File: src/rtl/core/tqbp_pkg.sv
// Shared types, constants and register codes of the ternary quantize and
// bit-plane pack unit. Used by every module in rtl/core; depends on nothing.
package tqbp_pkg;

   localparam int WORD_BITS        = 64;
   localparam int SAMPLE_BITS      = 16;
   localparam int THRESHOLD_BITS   = 15;
   localparam int WORD_IDX_BITS    = $clog2(WORD_BITS);

   localparam int MAX_CHANNELS     = 2048;
   localparam int MAX_ROWS         = 512;
   localparam int MAX_COLUMNS      = 512;
   localparam int MAX_BATCHES      = 256;
   localparam int MAX_WORDS        = (MAX_CHANNELS + WORD_BITS - 1) / WORD_BITS;

   localparam int CHANNEL_REG_BITS = 12;
   localparam int ROW_REG_BITS     = 10;
   localparam int COLUMN_REG_BITS  = 10;
   localparam int PAD_BITS         = 3;
   localparam int BATCH_REG_BITS   = 9;

   localparam int CHAN_POS_BITS    = 11;
   localparam int ROW_POS_BITS     = 9;
   localparam int COL_POS_BITS     = 9;
   localparam int BATCH_POS_BITS   = 8;
   localparam int WORD_SEL_BITS    = CHAN_POS_BITS - WORD_IDX_BITS;
   localparam int PLANE_WORDS_BITS = $clog2(MAX_WORDS + 1);

   localparam int SPAN_BITS        = 10;
   localparam int T1_BITS          = BATCH_POS_BITS + SPAN_BITS + 1;
   localparam int T2_BITS          = T1_BITS + SPAN_BITS + 1;
   localparam int PROD3_BITS       = T2_BITS + PLANE_WORDS_BITS;
   localparam int INDEX_BITS       = 32;

   localparam int CMP_BITS = ((SAMPLE_BITS > THRESHOLD_BITS) ?
                              SAMPLE_BITS : THRESHOLD_BITS) + 2;

   localparam int CSR_INDEX_BITS   = 3;
   localparam int CSR_DATA_BITS    = 12;

   typedef enum logic [CSR_INDEX_BITS-1:0] {
      REG_CHANNEL_COUNT = 3'd0,
      REG_ROW_COUNT     = 3'd1,
      REG_COLUMN_COUNT  = 3'd2,
      REG_PAD_ROWS      = 3'd3,
      REG_PAD_COLUMNS   = 3'd4,
      REG_BATCH_COUNT   = 3'd5
   } csr_reg_type;

   typedef struct packed {
      logic [CHANNEL_REG_BITS-1:0] channels;
      logic [ROW_REG_BITS-1:0]     rows;
      logic [COLUMN_REG_BITS-1:0]  columns;
      logic [PAD_BITS-1:0]         pad_rows;
      logic [PAD_BITS-1:0]         pad_columns;
      logic [BATCH_REG_BITS-1:0]   batches;
      logic [PLANE_WORDS_BITS-1:0] plane_words;
   } cfg_type;

   typedef struct packed {
      logic                      valid;
      logic [BATCH_POS_BITS-1:0] batch;
      logic [ROW_POS_BITS-1:0]   row;
      logic [COL_POS_BITS-1:0]   column;
      logic [WORD_SEL_BITS-1:0]  word;
      logic [WORD_BITS-1:0]      sign_plane;
      logic [WORD_BITS-1:0]      nonzero_plane;
   } emit_type;

endpackage

File: src/rtl/core/tqbp_csr.sv
// Configuration registers of the ternary quantize and bit-plane pack unit,
// with clamping to the legal ranges. Depends on tqbp_pkg.
module tqbp_csr (
   input  logic                                 clock,
   input  logic                                 reset,
   input  logic                                 csr_valid,
   output logic                                 csr_ready,
   input  logic [tqbp_pkg::CSR_INDEX_BITS-1:0]  csr_index,
   input  logic [tqbp_pkg::CSR_DATA_BITS-1:0]   csr_data,
   output tqbp_pkg::cfg_type                    cfg
);

   logic [tqbp_pkg::CHANNEL_REG_BITS-1:0] channel_count_ff;
   logic [tqbp_pkg::ROW_REG_BITS-1:0]     row_count_ff;
   logic [tqbp_pkg::COLUMN_REG_BITS-1:0]  column_count_ff;
   logic [tqbp_pkg::PAD_BITS-1:0]         pad_rows_ff;
   logic [tqbp_pkg::PAD_BITS-1:0]         pad_columns_ff;
   logic [tqbp_pkg::BATCH_REG_BITS-1:0]   batch_count_ff;
   logic [tqbp_pkg::CHANNEL_REG_BITS:0]   word_round;

   assign csr_ready = 1'b1;

   always_ff @(posedge clock) begin
      if (reset) begin
         channel_count_ff <= tqbp_pkg::CHANNEL_REG_BITS'(64);
         row_count_ff     <= tqbp_pkg::ROW_REG_BITS'(1);
         column_count_ff  <= tqbp_pkg::COLUMN_REG_BITS'(1);
         pad_rows_ff      <= '0;
         pad_columns_ff   <= '0;
         batch_count_ff   <= tqbp_pkg::BATCH_REG_BITS'(1);
      end else if (csr_valid) begin
         case (csr_index)
            tqbp_pkg::REG_CHANNEL_COUNT: begin
               channel_count_ff <= csr_data[tqbp_pkg::CHANNEL_REG_BITS-1:0];
            end
            tqbp_pkg::REG_ROW_COUNT: begin
               row_count_ff <= csr_data[tqbp_pkg::ROW_REG_BITS-1:0];
            end
            tqbp_pkg::REG_COLUMN_COUNT: begin
               column_count_ff <= csr_data[tqbp_pkg::COLUMN_REG_BITS-1:0];
            end
            tqbp_pkg::REG_PAD_ROWS: begin
               pad_rows_ff <= csr_data[tqbp_pkg::PAD_BITS-1:0];
            end
            tqbp_pkg::REG_PAD_COLUMNS: begin
               pad_columns_ff <= csr_data[tqbp_pkg::PAD_BITS-1:0];
            end
            tqbp_pkg::REG_BATCH_COUNT: begin
               batch_count_ff <= csr_data[tqbp_pkg::BATCH_REG_BITS-1:0];
            end
            default: begin
            end
         endcase
      end
   end

   always_comb begin
      if (channel_count_ff == '0) begin
         cfg.channels = tqbp_pkg::CHANNEL_REG_BITS'(1);
      end else if (channel_count_ff >
                   tqbp_pkg::CHANNEL_REG_BITS'(tqbp_pkg::MAX_CHANNELS)) begin
         cfg.channels = tqbp_pkg::CHANNEL_REG_BITS'(tqbp_pkg::MAX_CHANNELS);
      end else begin
         cfg.channels = channel_count_ff;
      end

      if (row_count_ff == '0) begin
         cfg.rows = tqbp_pkg::ROW_REG_BITS'(1);
      end else if (row_count_ff > tqbp_pkg::ROW_REG_BITS'(tqbp_pkg::MAX_ROWS)) begin
         cfg.rows = tqbp_pkg::ROW_REG_BITS'(tqbp_pkg::MAX_ROWS);
      end else begin
         cfg.rows = row_count_ff;
      end

      if (column_count_ff == '0) begin
         cfg.columns = tqbp_pkg::COLUMN_REG_BITS'(1);
      end else if (column_count_ff >
                   tqbp_pkg::COLUMN_REG_BITS'(tqbp_pkg::MAX_COLUMNS)) begin
         cfg.columns = tqbp_pkg::COLUMN_REG_BITS'(tqbp_pkg::MAX_COLUMNS);
      end else begin
         cfg.columns = column_count_ff;
      end

      if (batch_count_ff == '0) begin
         cfg.batches = tqbp_pkg::BATCH_REG_BITS'(1);
      end else if (batch_count_ff >
                   tqbp_pkg::BATCH_REG_BITS'(tqbp_pkg::MAX_BATCHES)) begin
         cfg.batches = tqbp_pkg::BATCH_REG_BITS'(tqbp_pkg::MAX_BATCHES);
      end else begin
         cfg.batches = batch_count_ff;
      end

      cfg.pad_rows    = pad_rows_ff;
      cfg.pad_columns = pad_columns_ff;

      word_round = {1'b0, cfg.channels}
                 + (tqbp_pkg::CHANNEL_REG_BITS+1)'(tqbp_pkg::WORD_BITS - 1);
      cfg.plane_words = tqbp_pkg::PLANE_WORDS_BITS'(word_round >> tqbp_pkg::WORD_IDX_BITS);
   end

endmodule

File: src/rtl/core/tqbp_packer.sv
// Ternary quantizer, plane accumulators and loop position counters.
// Produces one packed word per full word or pixel end. Depends on tqbp_pkg.
module tqbp_packer (
   input  logic                                       clock,
   input  logic                                       reset,
   input  logic                                       req_accept,
   input  logic signed [tqbp_pkg::SAMPLE_BITS-1:0]    sample,
   input  logic [tqbp_pkg::THRESHOLD_BITS-1:0]        threshold,
   input  tqbp_pkg::cfg_type                          cfg,
   output tqbp_pkg::emit_type                         emit
);

   logic [tqbp_pkg::CHAN_POS_BITS-1:0]  chan_pos_ff, chan_pos_in;
   logic [tqbp_pkg::COL_POS_BITS-1:0]   col_pos_ff, col_pos_in;
   logic [tqbp_pkg::ROW_POS_BITS-1:0]   row_pos_ff, row_pos_in;
   logic [tqbp_pkg::BATCH_POS_BITS-1:0] batch_pos_ff, batch_pos_in;
   logic [tqbp_pkg::WORD_BITS-1:0]      sign_acc_ff, sign_acc_in;
   logic [tqbp_pkg::WORD_BITS-1:0]      nz_acc_ff, nz_acc_in;

   logic signed [tqbp_pkg::CMP_BITS-1:0] sample_ext, thr_ext, thr_neg;
   logic                                 is_pos, is_neg;
   logic [tqbp_pkg::WORD_IDX_BITS-1:0]   bit_sel;
   logic [tqbp_pkg::WORD_BITS-1:0]       one_hot, sign_next, nz_next;
   logic                                 last_channel, word_full, emit_now;
   logic [tqbp_pkg::CHANNEL_REG_BITS-1:0] chan_inc;
   logic [tqbp_pkg::COL_POS_BITS:0]      col_inc;
   logic [tqbp_pkg::ROW_POS_BITS:0]      row_inc;
   logic [tqbp_pkg::BATCH_POS_BITS:0]    batch_inc;

   always_comb begin
      sample_ext = {{(tqbp_pkg::CMP_BITS - tqbp_pkg::SAMPLE_BITS){sample[tqbp_pkg::SAMPLE_BITS-1]}},
                    sample};
      thr_ext    = {{(tqbp_pkg::CMP_BITS - tqbp_pkg::THRESHOLD_BITS){1'b0}}, threshold};
      thr_neg    = -thr_ext;
      is_pos     = sample_ext > thr_ext;
      is_neg     = sample_ext < thr_neg;

      bit_sel   = chan_pos_ff[tqbp_pkg::WORD_IDX_BITS-1:0];
      one_hot   = tqbp_pkg::WORD_BITS'(1) << bit_sel;
      sign_next = sign_acc_ff | (is_neg ? one_hot : '0);
      nz_next   = nz_acc_ff | ((is_pos || is_neg) ? one_hot : '0);

      chan_inc     = tqbp_pkg::CHANNEL_REG_BITS'(chan_pos_ff) + 1'b1;
      last_channel = chan_inc >= cfg.channels;
      word_full    = bit_sel == tqbp_pkg::WORD_IDX_BITS'(tqbp_pkg::WORD_BITS - 1);
      emit_now     = last_channel || word_full;

      emit.valid         = req_accept && emit_now;
      emit.batch         = batch_pos_ff;
      emit.row           = row_pos_ff;
      emit.column        = col_pos_ff;
      emit.word          = chan_pos_ff[tqbp_pkg::CHAN_POS_BITS-1:tqbp_pkg::WORD_IDX_BITS];
      emit.sign_plane    = sign_next;
      emit.nonzero_plane = nz_next;

      col_inc   = {1'b0, col_pos_ff} + 1'b1;
      row_inc   = {1'b0, row_pos_ff} + 1'b1;
      batch_inc = {1'b0, batch_pos_ff} + 1'b1;

      chan_pos_in  = chan_pos_ff;
      col_pos_in   = col_pos_ff;
      row_pos_in   = row_pos_ff;
      batch_pos_in = batch_pos_ff;
      sign_acc_in  = sign_acc_ff;
      nz_acc_in    = nz_acc_ff;

      if (req_accept) begin
         sign_acc_in = emit_now ? '0 : sign_next;
         nz_acc_in   = emit_now ? '0 : nz_next;
         if (last_channel) begin
            chan_pos_in = '0;
            if (col_inc >= cfg.columns) begin
               col_pos_in = '0;
               if (row_inc >= cfg.rows) begin
                  row_pos_in = '0;
                  if (batch_inc >= cfg.batches) begin
                     batch_pos_in = '0;
                  end else begin
                     batch_pos_in = batch_inc[tqbp_pkg::BATCH_POS_BITS-1:0];
                  end
               end else begin
                  row_pos_in = row_inc[tqbp_pkg::ROW_POS_BITS-1:0];
               end
            end else begin
               col_pos_in = col_inc[tqbp_pkg::COL_POS_BITS-1:0];
            end
         end else begin
            chan_pos_in = chan_inc[tqbp_pkg::CHAN_POS_BITS-1:0];
         end
      end
   end

   always_ff @(posedge clock) begin
      if (reset) begin
         chan_pos_ff  <= '0;
         col_pos_ff   <= '0;
         row_pos_ff   <= '0;
         batch_pos_ff <= '0;
         sign_acc_ff  <= '0;
         nz_acc_ff    <= '0;
      end else begin
         chan_pos_ff  <= chan_pos_in;
         col_pos_ff   <= col_pos_in;
         row_pos_ff   <= row_pos_in;
         batch_pos_ff <= batch_pos_in;
         sign_acc_ff  <= sign_acc_in;
         nz_acc_ff    <= nz_acc_in;
      end
   end

`ifndef SYNTHESIS
   a_sign_implies_nonzero: assert property (@(posedge clock) disable iff (reset)
      (sign_acc_ff & ~nz_acc_ff) == '0)
      else $error("sign bit set without its nonzero bit");

   a_full_word_emits: assert property (@(posedge clock) disable iff (reset)
      (req_accept && word_full) |-> emit.valid)
      else $error("full word did not produce a transaction");

   a_emit_clears_acc: assert property (@(posedge clock) disable iff (reset)
      emit.valid |=> (sign_acc_ff == '0 && nz_acc_ff == '0))
      else $error("accumulators not cleared after an emitted word");

   a_pixel_end_wraps: assert property (@(posedge clock) disable iff (reset)
      (req_accept && last_channel) |=> chan_pos_ff == '0)
      else $error("channel position did not wrap at pixel end");
`endif

endmodule

File: src/rtl/core/tqbp_index_pipe.sv
// Padded NHWC cell index pipeline: input register, then one multiply per
// stage to the result register; per-stage elastic valids. Depends on tqbp_pkg.
module tqbp_index_pipe (
   input  logic                                   clock,
   input  logic                                   reset,
   input  tqbp_pkg::cfg_type                      cfg,
   input  tqbp_pkg::emit_type                     emit,
   output logic                                   in_ready,
   output logic                                   rsp_valid,
   input  logic                                   rsp_stall,
   output logic [tqbp_pkg::INDEX_BITS-1:0]        rsp_cell_index,
   output logic [tqbp_pkg::WORD_BITS-1:0]         rsp_sign_plane,
   output logic [tqbp_pkg::WORD_BITS-1:0]         rsp_nonzero_plane
);

   logic                                 v1_ff, v2_ff, v3_ff, v4_ff;
   logic                                 rdy1, rdy2, rdy3, rdy4;
   logic [tqbp_pkg::BATCH_POS_BITS-1:0]  b1_ff;
   logic [tqbp_pkg::ROW_POS_BITS-1:0]    r1_ff;
   logic [tqbp_pkg::COL_POS_BITS-1:0]    c1_ff, c2_ff;
   logic [tqbp_pkg::WORD_SEL_BITS-1:0]   w1_ff, w2_ff, w3_ff;
   logic [tqbp_pkg::WORD_BITS-1:0]       s1_ff, s2_ff, s3_ff, s4_ff;
   logic [tqbp_pkg::WORD_BITS-1:0]       n1_ff, n2_ff, n3_ff, n4_ff;
   logic [tqbp_pkg::T1_BITS-1:0]         t1_ff, t1_in;
   logic [tqbp_pkg::T2_BITS-1:0]         t2_ff, t2_in;
   logic [tqbp_pkg::INDEX_BITS-1:0]      idx_ff, idx_in;
   logic [tqbp_pkg::SPAN_BITS-1:0]       ph, pw;
   logic [tqbp_pkg::PROD3_BITS-1:0]      prod3;

   assign rdy4     = !v4_ff || !rsp_stall;
   assign rdy3     = !v3_ff || rdy4;
   assign rdy2     = !v2_ff || rdy3;
   assign rdy1     = !v1_ff || rdy2;
   assign in_ready = rdy1;

   always_comb begin
      ph = tqbp_pkg::SPAN_BITS'(cfg.rows) + tqbp_pkg::SPAN_BITS'({cfg.pad_rows, 1'b0});
      pw = tqbp_pkg::SPAN_BITS'(cfg.columns) + tqbp_pkg::SPAN_BITS'({cfg.pad_columns, 1'b0});
      t1_in = tqbp_pkg::T1_BITS'(b1_ff) * tqbp_pkg::T1_BITS'(ph)
            + tqbp_pkg::T1_BITS'(r1_ff) + tqbp_pkg::T1_BITS'(cfg.pad_rows);
      t2_in = tqbp_pkg::T2_BITS'(t1_ff) * tqbp_pkg::T2_BITS'(pw)
            + tqbp_pkg::T2_BITS'(c2_ff) + tqbp_pkg::T2_BITS'(cfg.pad_columns);
      prod3  = tqbp_pkg::PROD3_BITS'(t2_ff) * tqbp_pkg::PROD3_BITS'(cfg.plane_words);
      idx_in = prod3[tqbp_pkg::INDEX_BITS-1:0] + tqbp_pkg::INDEX_BITS'(w3_ff);
   end

   always_ff @(posedge clock) begin
      if (reset) begin
         v1_ff <= 1'b0;
         v2_ff <= 1'b0;
         v3_ff <= 1'b0;
         v4_ff <= 1'b0;
      end else begin
         if (rdy1) v1_ff <= emit.valid;
         if (rdy2) v2_ff <= v1_ff;
         if (rdy3) v3_ff <= v2_ff;
         if (rdy4) v4_ff <= v3_ff;
      end
   end

   always_ff @(posedge clock) begin
      if (rdy1) begin
         b1_ff <= emit.batch;
         r1_ff <= emit.row;
         c1_ff <= emit.column;
         w1_ff <= emit.word;
         s1_ff <= emit.sign_plane;
         n1_ff <= emit.nonzero_plane;
      end
      if (rdy2) begin
         t1_ff <= t1_in;
         c2_ff <= c1_ff;
         w2_ff <= w1_ff;
         s2_ff <= s1_ff;
         n2_ff <= n1_ff;
      end
      if (rdy3) begin
         t2_ff <= t2_in;
         w3_ff <= w2_ff;
         s3_ff <= s2_ff;
         n3_ff <= n2_ff;
      end
      if (rdy4) begin
         idx_ff <= idx_in;
         s4_ff  <= s3_ff;
         n4_ff  <= n3_ff;
      end
   end

   assign rsp_valid         = v4_ff;
   assign rsp_cell_index    = idx_ff;
   assign rsp_sign_plane    = s4_ff;
   assign rsp_nonzero_plane = n4_ff;

endmodule

File: src/rtl/core/ternary_quantize_bitplane_pack_unit.sv
// Top level of the ternary quantize and bit-plane pack unit.
// Instantiates tqbp_csr, tqbp_packer and tqbp_index_pipe; uses tqbp_pkg.
//
// Usage:
//   The req channel takes one activation sample per transaction, in loop
//   order batch, row, column, channel innermost, with the threshold of its
//   batch item. The rsp channel returns one packed word pair per full word
//   of 64 channels and per pixel end, with its padded NHWC cell index.
//   The csr channel writes the six configuration registers by index; it is
//   always ready and must only be used while no result is outstanding.
//   Throughput is one sample per cycle while req_stall is low. A result
//   transaction is presented on rsp once the word closed by a sample has
//   been registered in turn by the input register and three index stages,
//   each index stage holding one multiplier.
//   Reset clears all loop positions and accumulators, empties the pipeline
//   and restores the register defaults.
//   When the receiver stalls, the result holds on rsp, the index stages
//   keep filling their empty slots, and req_stall rises once the stage that
//   takes new words is occupied and cannot advance.
module ternary_quantize_bitplane_pack_unit (
   input  logic                                      clock,
   input  logic                                      reset,
   input  logic                                      req_valid,
   output logic                                      req_stall,
   input  logic signed [tqbp_pkg::SAMPLE_BITS-1:0]   req_sample,
   input  logic [tqbp_pkg::THRESHOLD_BITS-1:0]       req_threshold,
   output logic                                      rsp_valid,
   input  logic                                      rsp_stall,
   output logic [tqbp_pkg::INDEX_BITS-1:0]           rsp_cell_index,
   output logic [tqbp_pkg::WORD_BITS-1:0]            rsp_sign_plane,
   output logic [tqbp_pkg::WORD_BITS-1:0]            rsp_nonzero_plane,
   input  logic                                      csr_valid,
   output logic                                      csr_ready,
   input  logic [tqbp_pkg::CSR_INDEX_BITS-1:0]       csr_index,
   input  logic [tqbp_pkg::CSR_DATA_BITS-1:0]        csr_data
);

   tqbp_pkg::cfg_type  cfg;
   tqbp_pkg::emit_type emit;
   logic               in_ready;
   logic               req_accept;

   assign req_stall  = !in_ready;
   assign req_accept = req_valid && in_ready;

   tqbp_csr u_csr (
      .clock     (clock),
      .reset     (reset),
      .csr_valid (csr_valid),
      .csr_ready (csr_ready),
      .csr_index (csr_index),
      .csr_data  (csr_data),
      .cfg       (cfg)
   );

   tqbp_packer u_packer (
      .clock      (clock),
      .reset      (reset),
      .req_accept (req_accept),
      .sample     (req_sample),
      .threshold  (req_threshold),
      .cfg        (cfg),
      .emit       (emit)
   );

   tqbp_index_pipe u_index_pipe (
      .clock             (clock),
      .reset             (reset),
      .cfg               (cfg),
      .emit              (emit),
      .in_ready          (in_ready),
      .rsp_valid         (rsp_valid),
      .rsp_stall         (rsp_stall),
      .rsp_cell_index    (rsp_cell_index),
      .rsp_sign_plane    (rsp_sign_plane),
      .rsp_nonzero_plane (rsp_nonzero_plane)
   );

endmodule
File: config.mk
export PLATFORM = sky130hd
export DESIGN_NAME = ternary_quantize_bitplane_pack_unit
export DESIGN_NICKNAME = d
export VERILOG_FILES = /design/src/rtl/core/tqbp_pkg.sv /design/src/rtl/core/tqbp_csr.sv /design/src/rtl/core/tqbp_packer.sv /design/src/rtl/core/tqbp_index_pipe.sv /design/src/rtl/core/ternary_quantize_bitplane_pack_unit.sv
export SDC_FILE = /design/constraint.sdc
export NUM_CORES = 2
export LEC_CHECK = 0
export ABC_AREA = 1
export BUFFER_PORTS_ARGS = -buffer_cell sky130_fd_sc_hd__buf_2
export CORE_ASPECT_RATIO = 1.25
export CORE_UTILIZATION = 29
export DETAILED_ROUTE_END_ITERATION = 7
export HOLD_SLACK_MARGIN = 0.06
export PLACE_DENSITY = 0.54
export SLEW_MARGIN = 5
export SYNTH_ARGS = -nofsm -noshare
export SYNTH_HDL_FRONTEND = slang
export SYNTH_SLANG_ARGS = --single-unit
File: constraint.sdc
create_clock -name clock -period 22.6 [get_ports clock]
set_clock_uncertainty 0.2 [all_clocks]
set_input_delay 3.39 -clock clock [delete_from_list [all_inputs] [get_ports clock]]
set_output_delay 3.39 -clock clock [all_outputs]
set_load 0.05 [all_outputs]
-- Word-level counts from Yosys, hierarchy flattened
Cells that the tools add are included.
- logic and storage cells: 113
- register bits: 859
- input bits: 51
- output and inout port bits: 163
- bitwise gates (word level): 2
- reductions and logical operators: 28
- mux-type cells: 16
- multiply operators: 3
- shift-type cells: 1
- $add $sub $neg: 13
- order comparisons: 10
- equality and inequality tests: 6
- operators with widths (kind ; count):
    $mux W64 ; 4
    $or A64 B64 Y64 ; 2
    $shl A1 B6 Y64 const A ; 1
    $mux W10 ; 4
    $mux W9 ; 4
    $add A32 B5 Y32 ; 1
    $mul A30 B6 Y32 ; 1
    $add A29 B9 Y30 ; 1
    $add A30 B3 Y30 ; 1
    $mul A19 B10 Y29 ; 1
    $mux W12 ; 2
    $add A10 B4 Y10 ; 2
    $add A9 B1 Y10 const B ; 2
    $ge A10 B10 Y1 ; 2
    $gt A10 B10 Y1 const B ; 2
    $logic_not A10 Y1 ; 2
    $add A18 B9 Y19 ; 1
    $add A19 B3 Y19 ; 1
    $lt A16 B18 Y1 ; 1
    $mul A8 B10 Y18 ; 1
    $neg A15 Y18 ; 1
    $gt A16 B16 Y1 ; 1
    $reduce_and A2 Y1 ; 7
    $add A11 B1 Y12 const B ; 1
    other kinds (20) ; 33

-- Longest topological paths before layout
- depth after elaboration: 7
- gate-level depth with buffers: 37
- depth with buffers taken out: 37

-- Modules after synthesis
A second synthesis with hierarchy kept.
- cell total of the unflattened synthesis: 5258
- area total of the unflattened synthesis: 49381.1 µm²
- modules (own cells, without submodules) (module ; times used ; area an instance (µm²) ; cells each ; seq. area each (µm²)):
    tqbp_index_pipe ; 1 ; 36472.5 ; 3200 ; 19388.6
    tqbp_packer ; 1 ; 10630.2 ; 1723 ; 3303.2
    tqbp_csr ; 1 ; 2267.2 ; 332 ; 940.9
    ternary_quantize_bitplane_pack_unit ; 1 ; 11.3 ; 3 ; 0.0

-- Worst setup path after synthesis
OpenSTA, ideal clock, no wires.
- path type: input -> output
- start: input port rsp_stall
- end: output port req_stall
- buffers on the path: 0
- arrival: 11.365 ns
- slack: 7.645 ns
- stages: 6
- required time: 19.010 ns
- cells stage by stage: nand2_1 -> nor2_1 -> inv_2 -> nor2_1 -> inv_2 -> nor2_2
- longest elaborated chain between the ends: 6
- RTL lines (item ; line ; text):
    start: declaration ; ternary_quantize_bitplane_pack_unit.sv:28 ; input logic rsp_stall,
    $logic_not A1 Y1 ; tqbp_index_pipe.sv:30 ; assign rdy4 = !v4_ff || !rsp_stall;
    $logic_or A1 B1 Y1 ; tqbp_index_pipe.sv:30 ;
    $logic_or A1 B1 Y1 ; tqbp_index_pipe.sv:31 ; assign rdy3 = !v3_ff || rdy4;
    via u_index_pipe.rdy3 ; tqbp_index_pipe.sv:17 ; logic rdy1, rdy2, rdy3, rdy4;
    $logic_or A1 B1 Y1 ; tqbp_index_pipe.sv:32 ; assign rdy2 = !v2_ff || rdy3;
    via u_index_pipe.rdy2 ; tqbp_index_pipe.sv:17 ;
    $logic_or A1 B1 Y1 ; tqbp_index_pipe.sv:33 ; assign rdy1 = !v1_ff || rdy2;
    $logic_not A1 Y1 ; ternary_quantize_bitplane_pack_unit.sv:43 ; assign req_stall = !in_ready;
    end: declaration ; ternary_quantize_bitplane_pack_unit.sv:24 ; output logic req_stall,
The timed path passes the listed nets, and every way through them passes these cells.

-- Worst setup path after layout
- start: input port rsp_stall
- end: output port req_stall
- longest elaborated chain between the ends: 6
- RTL lines (item ; line):
    $logic_not A1 Y1 ; tqbp_index_pipe.sv:30
    $logic_or A1 B1 Y1 ; tqbp_index_pipe.sv:30
    via u_index_pipe.rdy4 ; tqbp_index_pipe.sv:17
    $logic_or A1 B1 Y1 ; tqbp_index_pipe.sv:31
    via u_index_pipe.rdy3 ; tqbp_index_pipe.sv:17
    $logic_or A1 B1 Y1 ; tqbp_index_pipe.sv:32
    via u_index_pipe.rdy2 ; tqbp_index_pipe.sv:17
    $logic_or A1 B1 Y1 ; tqbp_index_pipe.sv:33
    $logic_not A1 Y1 ; ternary_quantize_bitplane_pack_unit.sv:43
The timed path passes the listed nets, and every way through them passes these cells.

==> impl_metrics.toml <==
[outcome]
outcome = "complete, no violations"

[grt]
grt_overflow = 0
grt_pass1_vias = 30500
antenna_found_initial = 0
grt_pass1_wl_microns = 174000
grt_max_degree = 82
grt_use_total = 0.137

[sta]
slew_headroom = 0.254
max_freq_ghz = 0.109
fin_ws_ns = 13.44
worst_pin_slew_ns = 1.12
rsz0062_at_grt = "false"
period_share = 0.405
drv_slew = 0
hold_ws_ns = 0.190
finalSetupViolCount = 0
hold_viol_final = 0
fin_crit_ns = 9.16
tns_ns = 0

[layout]
syn_to_final_growth_pct = 13.3
layout-drive-gt1-share = 0.0908
final_cell_mix = "nand2_1 (747), inv_1 (688), edfxtp_1 (643)"
final_cells = 6722
final_nets = 5232
final_common_cell = "nand2_1"
nFillCells = 15900
num_antenna_cells = 0

[critical_path]
cp-start-kind = "input port"
r2r_slack_ns = 14.65
crit_type = "input port to primary output"
reg2reg_from = "u_csr.column_count_ff[7]$_SDFFE_PP0P_"
r2r-end = "u_index_pipe.t2_ff[26]$_DFFE_PP_"
ff2ff_path_depth = 32
crit_chain = "buf_2 -> nand2_4 -> buf_4 -> nor2_1 -> inv_6 -> nor2_1 -> inv_6 -> nor2_2 -> buf_2"
crit_start = "rsp_stall"
crit_arrival_ns = 5.57
crit_path_max_fanout = 60
crit_required_ns = 19.01
end_kind = "primary output"
cpPeakStageDelay_ns = 0.55
cpMaxStageDelayCell = "buf_4"
crit_end = "req_stall"

[floorplanning]
dieWidth_microns = 360
std_cell_rows = 163
io_pins = 214
core-area_sq_um = 158000
dieArea_sq_um = 162000
initial_core_util = 0.293
fp.dieH_microns = 450

[cts]
worst_setup_hold_path_clk_slew_ns = 0.06
cts_buffers = 86
cts_root_buf = "clkbuf_16"
ctsLongestPathBuffers = 3
cts_sinks = 859
h-tree-depth = 3
clk_latency_ns = 0.69
postCtsSetupBuffers = 0
cts_resized = 0
cts_tree = "built"
holdBufCountCts = 0

[synthesis]
async_reset_ff_frac = 0
synth_edf_count = 643
ys_seq_area_frac = 0.509
syn_avg_cell_area_sq_um = 10.6
yosys.cell_types.count = 55
synthCells = 4372
synth_nets = 5018
ys_ff_latch = 859
syn_area_sq_um = 46500
synth_flop_cell = "edfxtp_1"
synthesis.yosys.warnings = 0

[power]
internal-power_mw = 2.53
combPwrFrac = 0.052
p_clk_frac = 0.429
pwr-share-seq = 0.519
p_sw_frac = 0.232
irDropWorstVdd_uv = 58.1
total_power_mw = 3.29
powerDensity_nw_per_um2 = 62.6
switchingPower_mw = 0.763
leakagePower_nw = 25.2

[detailed_routing]
avgRoutedWirePerCell_microns = 16.6
drtIter0Drc = 1844
drc = 0
dr.pass1.iters = 5
via_per_inst = 4.47
ant_nets = 0
finalWirelength_microns = 112000
vias = 30100

[placed_design]
place_hpwl_microns = 84000
io_buffers = 212
gp_congestion = 0.878
place_ws_ns = 13.31
dpl.cell_count = 6560

[min_path]
hold_path_class = "register to register"

[flow_run]
cap_violations = 0
## registers in the layout (all words and copies together) (netlist names), 11 cells and up
signal,count
u_index_pipe.n1_ff,64
u_index_pipe.rsp_nonzero_plane,64
u_index_pipe.t1_ff,19
u_packer.sign_acc_ff,64
u_index_pipe.s1_ff,64
u_index_pipe.n2_ff,64
u_index_pipe.n3_ff,64
u_index_pipe.s3_ff,64
u_index_pipe.t2_ff,30
u_csr.channel_count_ff,12
u_packer.nz_acc_ff,64
u_index_pipe.rsp_sign_plane,64
u_index_pipe.rsp_cell_index,32
u_packer.chan_pos_ff,11
u_index_pipe.s2_ff,64
## power by group through the flow
stage	clock [mW]	sequential [mW]	combinational (mW)
floorplan	0	1.76	0.100
global placement	0	1.74	0.171
detailed placement	0	1.74	0.173
CTS	1.46	1.71	0.173
global route	1.51	1.71	0.191
finish	1.41	1.71	0.171
## worst max-delay path, delay by kind of cell
kind	cells	cell delay, ns
AND/OR/NAND/NOR	4	0.54
buffers and inverters	5	1.60
## Yosys cell counts (10+ instances only)
master	instances	share of area
o21ai_0	238	0.026
ha_1	278	0.075
inv_1	688	0.056
nand3_1	106	0.011
xnor2_1	22	0.0041
a21o_1	76	0.012
nand2_1	749	0.061
edfxtp_1	643	0.42
clkbuf_1	70	0.0057
fa_1	317	0.14
a31oi_1	10	0.0013
a21oi_1	167	0.018
buf_2	25	0.0027
dfxtp_1	216	0.093
nand4_1	25	0.0034
nor2_1	460	0.037
inv_2	19	0.0015
xor2_1	89	0.017
nor3_1	55	0.0059
nor2_2	24	0.0032
## cell families after synthesis
kind of cell,after synthesis,synth area share
xor gates and xnor gates,111,0.0209
DFF,859,0.509
other,1,0.0000807
AOI/OAI and AO/OA,538,0.0649
buffers and inverters,816,0.0671
adders and majority gates,595,0.211
and+or+nand+nor,1452,0.127
## how the worst min path moves through the flow
stage	endpoint	depth (start not counted)	startpoint
CTS	u_index_pipe.n3_ff[46]$_DFFE_PP_	0	u_index_pipe.n2_ff[46]$_DFFE_PP_
floorplan	u_index_pipe.c2_ff[0]$_DFFE_PP_	0	u_index_pipe.c1_ff[0]$_DFFE_PN_
global route	u_index_pipe.n3_ff[46]$_DFFE_PP_	0	u_index_pipe.n2_ff[46]$_DFFE_PP_
finish	u_index_pipe.n3_ff[59]$_DFFE_PP_	0	u_index_pipe.n2_ff[59]$_DFFE_PP_
detailed placement	u_index_pipe.n2_ff[51]$_DFFE_PP_	0	u_index_pipe.n1_ff[51]$_DFFE_PN_
global placement	u_index_pipe.c2_ff[6]$_DFFE_PP_	0	u_index_pipe.c1_ff[6]$_DFFE_PN_
## layer usage
metal  global-route usage  wire length, microns  up-vias  share of wire
met3               0.0203                  4300      159          0.039
li1                     -                     -    14600              -
met4               0.0501                  3620        0          0.032
met2                0.240                 55300      614           0.49
met5                    0                     0        -              0
met1                0.170                 48500    14600           0.43
## through the flow
step                area [sq um]   util
floorplan                  46500      -
global placement           49800  0.314
detailed placement         49800  0.314
CTS                        52600  0.332
global route               52600  0.332
finish                     52600  0.332
## area by class of cell
class	instances	area (sq um)	share of cell area
sequential	859	23600	0.449
timing repair buffer	229	1190	0.0226
multi-input combinational	2697	19700	0.375
tap	2062	2580	0.0490
clock inverter	46	474	0.00901
clock buffer	116	2330	0.0442
inverter	713	2690	0.0512
(Power assumes the default switching activity.)
